[src/hw/rtl/temperature_alarm_escalation_defines.svh]
// assertion macros shared by the temperature alarm escalation rtl
`ifndef TEMPERATURE_ALARM_ESCALATION_DEFINES_SVH
`define TEMPERATURE_ALARM_ESCALATION_DEFINES_SVH

// antecedent and consequent in the same cycle
`define TAE_ASSERT_SAME(label, clk, rst, ante, cons, msg) \
   label: assert property (@(posedge clk) disable iff (rst) (ante) |-> (cons)) \
      else $error(msg);

// consequent in the cycle after the antecedent
`define TAE_ASSERT_NEXT(label, clk, rst, ante, cons, msg) \
   label: assert property (@(posedge clk) disable iff (rst) (ante) |=> (cons)) \
      else $error(msg);

`endif

[src/hw/rtl/tae_pkg.sv]
// types, codes and constants of the temperature alarm escalation block
`default_nettype none

package tae_pkg;

   // sensor scaling: adc*3300 > (threshold*10 + 500)*4096
   localparam int unsigned AdcFullScaleMv = 3300;
   localparam int unsigned MvPerDegree    = 10;
   localparam int unsigned MvOffset       = 500;
   localparam int unsigned AdcShift       = 12;
   localparam int unsigned ProductWidth   = 24;

   localparam logic [5:0] THRESHOLD_RESET      = 6'd28;
   localparam logic [5:0] THRESHOLD_MIN_RESET  = 6'd15;
   localparam logic [5:0] THRESHOLD_MAX_RESET  = 6'd35;
   localparam logic [3:0] SLOW_STEPS_RESET     = 4'd5;
   localparam logic [3:0] FAST_STEPS_RESET     = 4'd5;

   // register indexes
   localparam logic [1:0] CSR_THRESHOLD_MIN = 2'd0;
   localparam logic [1:0] CSR_THRESHOLD_MAX = 2'd1;
   localparam logic [1:0] CSR_SLOW_STEPS    = 2'd2;
   localparam logic [1:0] CSR_FAST_STEPS    = 2'd3;

   // mode codes on the result channel
   localparam logic [2:0] MODE_CODE_SETUP = 3'd0;
   localparam logic [2:0] MODE_CODE_ARMED = 3'd1;
   localparam logic [2:0] MODE_CODE_SLOW  = 3'd2;
   localparam logic [2:0] MODE_CODE_FAST  = 3'd3;
   localparam logic [2:0] MODE_CODE_RELAY = 3'd4;

   localparam logic [1:0] BLINK_OFF  = 2'd0;
   localparam logic [1:0] BLINK_SLOW = 2'd1;
   localparam logic [1:0] BLINK_FAST = 2'd2;

   typedef enum logic [4:0] {
      MODE_SETUP = 5'b00001,
      MODE_ARMED = 5'b00010,
      MODE_SLOW  = 5'b00100,
      MODE_FAST  = 5'b01000,
      MODE_RELAY = 5'b10000
   } mode_type;

   typedef struct packed {
      logic        up_button_n;
      logic        down_button_n;
      logic        clear_button_n;
      logic        arm_button_n;
      logic [11:0] adc_sample;
   } req_type;

   typedef struct packed {
      logic [2:0] mode_after;
      logic [5:0] threshold_now;
      logic [1:0] blink_rate;
      logic       relay_pulse;
      logic       over_threshold;
   } rsp_type;

   typedef struct packed {
      logic [5:0] threshold_min;
      logic [5:0] threshold_max;
      logic [3:0] slow_alarm_steps;
      logic [3:0] fast_alarm_steps;
   } cfg_type;

   typedef struct packed {
      mode_type   mode;
      logic [5:0] threshold;
      logic [4:0] alarm_steps;
   } state_type;

   function automatic logic [2:0] mode_code(input mode_type mode);
      logic [2:0] code;
      unique case (mode)
         MODE_ARMED: code = MODE_CODE_ARMED;
         MODE_SLOW:  code = MODE_CODE_SLOW;
         MODE_FAST:  code = MODE_CODE_FAST;
         MODE_RELAY: code = MODE_CODE_RELAY;
         default:    code = MODE_CODE_SETUP;
      endcase
      return code;
   endfunction

endpackage

`default_nettype wire

[src/hw/rtl/tae_csr.sv]
// configuration registers: threshold limits and alarm stage lengths
`default_nettype none

module tae_csr (
   input  logic             clock,
   input  logic             reset,
   input  logic             csr_write,
   input  logic [1:0]       csr_index,
   input  logic [5:0]       csr_wdata,
   output tae_pkg::cfg_type cfg
);
   import tae_pkg::*;

   cfg_type cfg_ff;
   cfg_type cfg_in;

   always_comb begin
      cfg_in = cfg_ff;
      if (csr_write) begin
         unique case (csr_index)
            CSR_THRESHOLD_MIN: cfg_in.threshold_min    = csr_wdata;
            CSR_THRESHOLD_MAX: cfg_in.threshold_max    = csr_wdata;
            CSR_SLOW_STEPS:    cfg_in.slow_alarm_steps = csr_wdata[3:0];
            CSR_FAST_STEPS:    cfg_in.fast_alarm_steps = csr_wdata[3:0];
            default:           cfg_in = cfg_ff;
         endcase
      end
   end

   always_ff @(posedge clock) begin
      if (reset) begin
         cfg_ff.threshold_min    <= THRESHOLD_MIN_RESET;
         cfg_ff.threshold_max    <= THRESHOLD_MAX_RESET;
         cfg_ff.slow_alarm_steps <= SLOW_STEPS_RESET;
         cfg_ff.fast_alarm_steps <= FAST_STEPS_RESET;
      end else begin
         cfg_ff <= cfg_in;
      end
   end

   assign cfg = cfg_ff;

endmodule

`default_nettype wire

[src/hw/rtl/tae_step.sv]
// one supervision step: threshold setup, over-temperature check, escalation
`default_nettype none

module tae_step (
   input  logic               clock,
   input  tae_pkg::state_type state,
   input  tae_pkg::cfg_type   cfg,
   input  tae_pkg::req_type   req,
   output tae_pkg::state_type state_next,
   output tae_pkg::rsp_type   rsp
);
   import tae_pkg::*;

   logic                    up;
   logic                    down;
   logic                    clear;
   logic                    arm;
   logic [ProductWidth-1:0] sample_mv;
   logic [10:0]             limit_mv;
   logic [ProductWidth-1:0] limit_scaled;
   logic                    hot;
   logic [4:0]              steps_inc;
   logic [1:0]              blink;
   logic                    relay;
   logic                    over;

   assign up    = ~req.up_button_n;
   assign down  = ~req.down_button_n;
   assign clear = ~req.clear_button_n;
   assign arm   = ~req.arm_button_n;

   // exact integer form of the millivolt compare
   assign sample_mv    = ProductWidth'(req.adc_sample) * ProductWidth'(AdcFullScaleMv);
   assign limit_mv     = 11'(state.threshold) * 11'(MvPerDegree) + 11'(MvOffset);
   assign limit_scaled = ProductWidth'(limit_mv) << AdcShift;
   assign hot          = sample_mv > limit_scaled;

   assign steps_inc = state.alarm_steps + 5'd1;

   always_comb begin
      state_next = state;
      blink      = BLINK_OFF;
      relay      = 1'b0;
      over       = 1'b0;
      unique case (state.mode)
         MODE_ARMED: begin
            if (hot) begin
               over                   = 1'b1;
               state_next.mode        = MODE_SLOW;
               state_next.alarm_steps = 5'd0;
            end
         end
         MODE_SLOW: begin
            blink                  = BLINK_SLOW;
            state_next.alarm_steps = steps_inc;
            if (steps_inc >= {1'b0, cfg.slow_alarm_steps}) begin
               state_next.mode        = MODE_FAST;
               state_next.alarm_steps = 5'd0;
            end
         end
         MODE_FAST: begin
            blink                  = BLINK_FAST;
            state_next.alarm_steps = steps_inc;
            if (steps_inc >= {1'b0, cfg.fast_alarm_steps}) begin
               state_next.mode        = MODE_RELAY;
               state_next.alarm_steps = 5'd0;
            end
         end
         MODE_RELAY: begin
            blink = BLINK_FAST;
            relay = 1'b1;
         end
         default: begin
            // setup, and any broken mode pattern behaves as setup
            state_next.mode = MODE_SETUP;
            priority if (up && state.threshold < cfg.threshold_max) begin
               state_next.threshold = state.threshold + 6'd1;
            end else if (down && state.threshold > cfg.threshold_min) begin
               state_next.threshold = state.threshold - 6'd1;
            end else if (arm) begin
               state_next.mode = MODE_ARMED;
            end else begin
               state_next.threshold = state.threshold;
            end
         end
      endcase
      // clear wins over the mode and step count updates in the step
      if (clear) begin
         state_next.mode        = MODE_SETUP;
         state_next.alarm_steps = 5'd0;
      end
   end

   assign rsp.mode_after     = mode_code(state_next.mode);
   assign rsp.threshold_now  = state_next.threshold;
   assign rsp.blink_rate     = blink;
   assign rsp.relay_pulse    = relay;
   assign rsp.over_threshold = over;

   `include "temperature_alarm_escalation_defines.svh"

   `TAE_ASSERT_SAME(a_relay_blinks_fast, clock, 1'b0, relay, blink == BLINK_FAST, "relay without fast blink")
   `TAE_ASSERT_SAME(a_over_only_armed, clock, 1'b0, over, state.mode == MODE_ARMED && state_next.mode != MODE_ARMED, "over flag outside armed mode")
   `TAE_ASSERT_SAME(a_clear_to_setup, clock, 1'b0, clear, state_next.mode == MODE_SETUP && state_next.alarm_steps == 5'd0, "clear did not return to setup")

endmodule

`default_nettype wire

[src/hw/rtl/temperature_alarm_escalation.sv]
// top level of the temperature alarm escalation block
//
//   port group   direction   payload           handshake
//   req_         in          tae_pkg::req_type  req_valid / req_stall
//   rsp_         out         tae_pkg::rsp_type  rsp_valid / rsp_stall
//   csr_         in          6-bit write data   csr_write, csr_index
//
// one request per cycle sustained while rsp_stall is low; a request taken
// into the input register moves through the step logic into the result
// register, from which its result is offered on rsp_data
// the mode, threshold and step count update as a request moves into the
// result register; reset puts setup mode, threshold 28 and default registers
// a stalled result holds and the input register still takes one more request
`default_nettype none

module temperature_alarm_escalation (
   input  logic             clock,
   input  logic             reset,
   input  logic             req_valid,
   output logic             req_stall,
   input  tae_pkg::req_type req_data,
   output logic             rsp_valid,
   input  logic             rsp_stall,
   output tae_pkg::rsp_type rsp_data,
   input  logic             csr_write,
   input  logic [1:0]       csr_index,
   input  logic [5:0]       csr_wdata
);
   import tae_pkg::*;

   cfg_type   cfg;
   logic      in_valid_ff;
   logic      in_valid_in;
   req_type   in_data_ff;
   logic      out_valid_ff;
   logic      out_valid_in;
   rsp_type   out_data_ff;
   state_type state_ff;
   state_type state_next;
   rsp_type   step_rsp;
   logic      advance;
   logic      accept;

   tae_csr u_csr (
      .clock     (clock),
      .reset     (reset),
      .csr_write (csr_write),
      .csr_index (csr_index),
      .csr_wdata (csr_wdata),
      .cfg       (cfg)
   );

   tae_step u_step (
      .clock      (clock),
      .state      (state_ff),
      .cfg        (cfg),
      .req        (in_data_ff),
      .state_next (state_next),
      .rsp        (step_rsp)
   );

   // request moves on when the result register is free or being drained
   assign advance   = in_valid_ff && (!out_valid_ff || !rsp_stall);
   assign req_stall = in_valid_ff && !advance;
   assign accept    = req_valid && !req_stall;

   always_comb begin
      if (accept) begin
         in_valid_in = 1'b1;
      end else if (advance) begin
         in_valid_in = 1'b0;
      end else begin
         in_valid_in = in_valid_ff;
      end

      if (advance) begin
         out_valid_in = 1'b1;
      end else if (!rsp_stall) begin
         out_valid_in = 1'b0;
      end else begin
         out_valid_in = out_valid_ff;
      end
   end

   always_ff @(posedge clock) begin
      if (reset) begin
         in_valid_ff          <= 1'b0;
         out_valid_ff         <= 1'b0;
         state_ff.mode        <= MODE_SETUP;
         state_ff.threshold   <= THRESHOLD_RESET;
         state_ff.alarm_steps <= 5'd0;
      end else begin
         in_valid_ff  <= in_valid_in;
         out_valid_ff <= out_valid_in;
         if (advance) begin
            state_ff <= state_next;
         end
      end
   end

   always_ff @(posedge clock) begin
      if (accept) begin
         in_data_ff <= req_data;
      end
      if (advance) begin
         out_data_ff <= step_rsp;
      end
   end

   assign rsp_valid = out_valid_ff;
   assign rsp_data  = out_data_ff;

   `include "temperature_alarm_escalation_defines.svh"

   `TAE_ASSERT_NEXT(a_advance_fills_output, clock, reset, advance, out_valid_ff, "result register not loaded")
   `TAE_ASSERT_SAME(a_stall_cause, clock, reset, req_stall, in_valid_ff && out_valid_ff && rsp_stall, "request stalled without a full pipe")
   `TAE_ASSERT_NEXT(a_state_holds, clock, reset, !advance, $stable(state_ff), "state changed without a request")
   `TAE_ASSERT_SAME(a_steps_bounded, clock, reset, 1'b1, state_ff.alarm_steps < 5'd16, "alarm step count out of range")

endmodule

`default_nettype wire
[config.mk]
export PLATFORM = sky130hd
export DESIGN_NAME = temperature_alarm_escalation
export DESIGN_NICKNAME = d
export VERILOG_FILES = /design/src/hw/rtl/tae_pkg.sv /design/src/hw/rtl/tae_csr.sv /design/src/hw/rtl/tae_step.sv /design/src/hw/rtl/temperature_alarm_escalation.sv
export VERILOG_INCLUDE_DIRS = /design/src /design/src/hw/rtl
export SDC_FILE = /design/constraint.sdc
export NUM_CORES = 1
export LEC_CHECK = 0
export CELL_PAD_IN_SITES_DETAIL_PLACEMENT = 1
export CELL_PAD_IN_SITES_GLOBAL_PLACEMENT = 1
export CORE_MARGIN = 2
export CORE_UTILIZATION = 46
export DETAILED_ROUTE_END_ITERATION = 7
export DONT_BUFFER_PORTS = 1
export PLACE_DENSITY = 0.75
export RECOVER_POWER = 100
export SETUP_SLACK_MARGIN = 0.05
export SKIP_LAST_GASP = 1
export SLEW_MARGIN = 40
export SYNTH_ARGS = -nofsm -noshare
export SYNTH_HDL_FRONTEND = slang
export SYNTH_SLANG_ARGS = --single-unit
[constraint.sdc]
create_clock -name clock -period 6.5 [get_ports clock]
set_input_delay 0.325 -clock clock [delete_from_list [all_inputs] [get_ports clock]]
set_output_delay 0.325 -clock clock [all_outputs]
set_load 0.01 [all_outputs]
==> key figures <==
Route
  – Pre-antenna DRT Iters: 4
  – DR vias: 5219
  – Remaining DRCs: 0
  – Routed len/inst: 21.3 um
  – Detailed Route WL: 18800 um
  – Antenna Nets Post-Route: 0
  – Initial DRC Count: 324
  – Vias per inst: 5.92

STA
  – Min cycle time layout: 6.65 ns
  – Final setup margin: -0.149 ns
  – Max-slew violations: 17
  – Slew HR: -0.273
  – Period utilization: 1.02
  – Unrepaired setup endpoints after global routing: true
  – Hold slack: 0.0438 ns
  – Final Hold Viols: 0
  – Setup skew after layout: 0.0162 ns
  – Worst slew pin tran: 1.91 ns
  – Max Freq: 150 MHz
  – Final setup TNS: -0.543 ns
  – Final setup vio count: 8

Power
  – PD cells: 425 nW/um2
  – P_sw: 1380 uW
  – Power share of the sequential group: 0.155
  – Clock share of power: 0.164
  – Switching share of power: 0.449
  – Comb pwr share: 0.681
  – Internal power: 1700 uW
  – Peak supply drop: 0.201 mV
  – LEAKAGE: 0.00330 uW

Clocking
  – CTS sink count: 67
  – Insertion delay to the later sink of the worst-skew pair: 0.35 ns
  – Total CTS buffers: 9
  – Hold Buf Count CTS: 0
  – Clk buf depth: 2
  – Clock transition at path regs: 0.07 ns
  – Root buffer cell: clkbuf_16
  – H-tree depth: 3
  – CTS tree: done

Yosys
  – Mapped Area: 6340 um2
  – Synth warnings: 0
  – Number of enable flip-flop cells after synthesis: 29
  – Ys async rst share: 0
  – Sequential area share after synthesis: 0.257
  – Top_reg_cell synth: dfxtp_1
  – Syn_area_per_cell: 9.35 um2
  – Syn Nets: 852
  – Unique masters post-synth: 66
  – Cells after Synth: 678
  – Synthesis-stage register bit count: 67

Floorplanning
  – Die height: 121 um
  – Die Area: 14700 um2
  – Rows: 42
  – Core Region: 13300 um2
  – IO Count: 44
  – Initial Util: 0.475
  – Die extent in x: 121 um

Critical path
  – Crit path kind: reg2reg
  – Worst EP arrival: 6.74 ns
  – CP max FO: 6
  – CP max stage delay: 0.57 ns
  – Critical Path End Type: register
  – Critical-path top delay cell: fa_1
  – Worst EP required: 6.59 ns
  – Startpoint types: register
  – Crit-path most repeated cell: inv_1
  – Crit path buffers/inverters: 4
  – CP top delay family: adder cells

Final layout
  – Area Overhead vs Synth: 14.3%
  – Share of layout cells above drive strength 1: 0.125
  – Most frequent cells in the layout: ha_1, inv_1, nor2_1, a21oi_1, dfxtp_1
  – N_diodes: 0
  – Fin nets: 875
  – Util after Layout: 0.543
  – Design Area, Final: 7240 um2
  – Final non-filler cell total: 882
  – Commonest non-fill, non-tap cell in the layout: ha_1

Place
  – Dpl cells: 848
  – Area after DPL: 6590 um2
  – Placer's final routability congestion estimate: 0.876
  – Port Buffer Count: 0
  – Post-DP HPWL: 13000 um

GRT
  – Global-route wire length before repair: 27300 um
  – Largest net degree at the start of global routing: 39
  – Vias in the first global route: 5526
  – GR Overflow Total: 0
  – Antenna violations before repair: 0
  – GRT Util Overall: 0.236

Flow run
  – Number of max-cap violations: 1

Run status
  – Failing checks: capacitance limit, slew limit, setup timing
  – Outcome: complete, but fails checks

Worst hold path
  – HP Class: in2reg
==> logic make-up (layout without fill, tap and decap cells) <==
logic type	count (synthesis)	in the layout	synth area share
simple gates	173	173	0.137
mux	6	6	0.00967
buf+inv	107	135	0.0638
fa+ha+maj	145	145	0.323
compound gates	150	150	0.167
flops	67	67	0.257
xor+xnor	30	30	0.0415
==> registers in the layout, summed over array words and instances (netlist names) <==
register,count
u_csr.cfg,20
in_data_ff,16
state_ff,16
rsp_data,13
in_valid_ff,1
rsp_valid,1
==> worst reg2reg max path, cell delays in order (launching register included) <==
cell	delay, ns
edfxtp_1	0.53
ha_4	0.32
ha_1	0.29
inv_1	0.07
fa_1	0.55
inv_1	0.08
fa_1	0.57
inv_1	0.10
fa_1	0.54
inv_1	0.08
ha_4	0.31
and4_4	0.24
nand2_2	0.06
o211ai_1	0.33
a31oi_2	0.16
o21bai_1	0.21
a21oi_1	0.14
xnor2_1	0.17
ha_1	0.32
nand3_2	0.10
nor3_2	0.18
o211ai_1	0.11
a2111oi_2	0.31
o22ai_1	0.15
nor2b_2	0.20
o311a_1	0.29
==> timing repair <==
action,in CTS,in global routing
setup buffers,6,12
setup endpoints to repair,7,10
resized for setup,11,24
hold endpoints to repair,0,0
pin swaps,16,32
==> power by group through the flow <==
stage          Clock, uW  Combinational, uW  Sequential, uW
2_1_floorplan          0               1210             478
5_1_grt              529               2240             480
3_3_place_gp           0               1560             484
4_1_cts              512               1790             476
6_report             504               2100             478
3_5_place_dp           0               1630             485
==> Yosys cell counts, drive strengths merged, types with 2 or more instances <==
| cell type | instances | area, um2 |
|---|---|---|
| and3 | 4 | 25.0 |
| clkbuf | 16 | 61.3 |
| buf | 3 | 12.5 |
| ha | 114 | 1430 |
| o21ai | 13 | 65.1 |
| nand4b | 3 | 26.3 |
| nand3b | 8 | 60.1 |
| nand2 | 36 | 135 |
| a32o | 3 | 30.0 |
| o21a | 5 | 37.5 |
| o211ai | 8 | 60.1 |
| mux2i | 5 | 50.1 |
| a2111oi | 4 | 41.3 |
| nor3b | 3 | 22.5 |
| a311o | 2 | 20.0 |
| nor2 | 49 | 184 |
| o32ai | 2 | 17.5 |
| xor2 | 14 | 123 |
| inv | 87 | 327 |
| nor3 | 13 | 65.1 |
| a21boi | 3 | 22.5 |
| xnor2 | 16 | 140 |
| or3 | 2 | 12.5 |
| or3b | 2 | 17.5 |
| a211oi | 5 | 55.1 |
| or2 | 5 | 31.3 |
| edfxtp | 29 | 871 |
| a21oi | 42 | 210 |
| a21o | 17 | 128 |
| or4 | 3 | 22.5 |
| o21bai | 7 | 52.6 |
| a211o | 11 | 96.3 |
| o31a | 2 | 17.5 |
| a22o | 2 | 17.5 |
| nand2b | 9 | 56.3 |
| o22ai | 2 | 12.5 |
| and2 | 2 | 12.5 |
| nor4 | 5 | 31.3 |
| nor2b | 9 | 56.3 |
| fa | 31 | 621 |
| a311oi | 3 | 26.3 |
| nand3 | 14 | 70.1 |
| nand4 | 4 | 25.0 |
| dfxtp | 38 | 761 |
| a31oi | 8 | 50.1 |
==> cell type report <==
type	count	area, um2
Timing Repair Buffer	31	236
Multi-Input combinational cell	504	4520
Clock buffer	12	278
Inverter	88	333
Fill cell	1534	6100
Tap cell	176	220
Clock inverter	4	28.8
Sequential cell	67	1630
==> worst paths after layout <==
check | cells after the start | from | end | slack (ns)
max | 25 | in_data_ff[5] | rsp_data[11] | -0.15
min reg2reg | 2 | u_csr.cfg[10] | u_csr.cfg[10] | 0.46
max reg2reg | 25 | in_data_ff[5] | rsp_data[11] | -0.15
min | 1 | reset | state_ff[12] | 0.04
==> stage by stage <==
step                      setup WS [ns]  total power [uW]
after floorplan                   0.346              1690
after global placement            0.147              2040
after detailed placement         -0.144              2120
after CTS                        0.0615              2780
after global routing             -0.384              3250
final                            -0.149              3080
==> layer usage <==
layer | up-vias | routed length (um) | global-route usage
li1 | 2459 | - | -
met1 | 2565 | 7410 | 0.277
met2 | 141 | 9910 | 0.438
met3 | 54 | 710 | 0.0428
met4 | 0 | 763 | 0.0668
met5 | - | 0 | 0
Power figures use the tool's default switching activity.
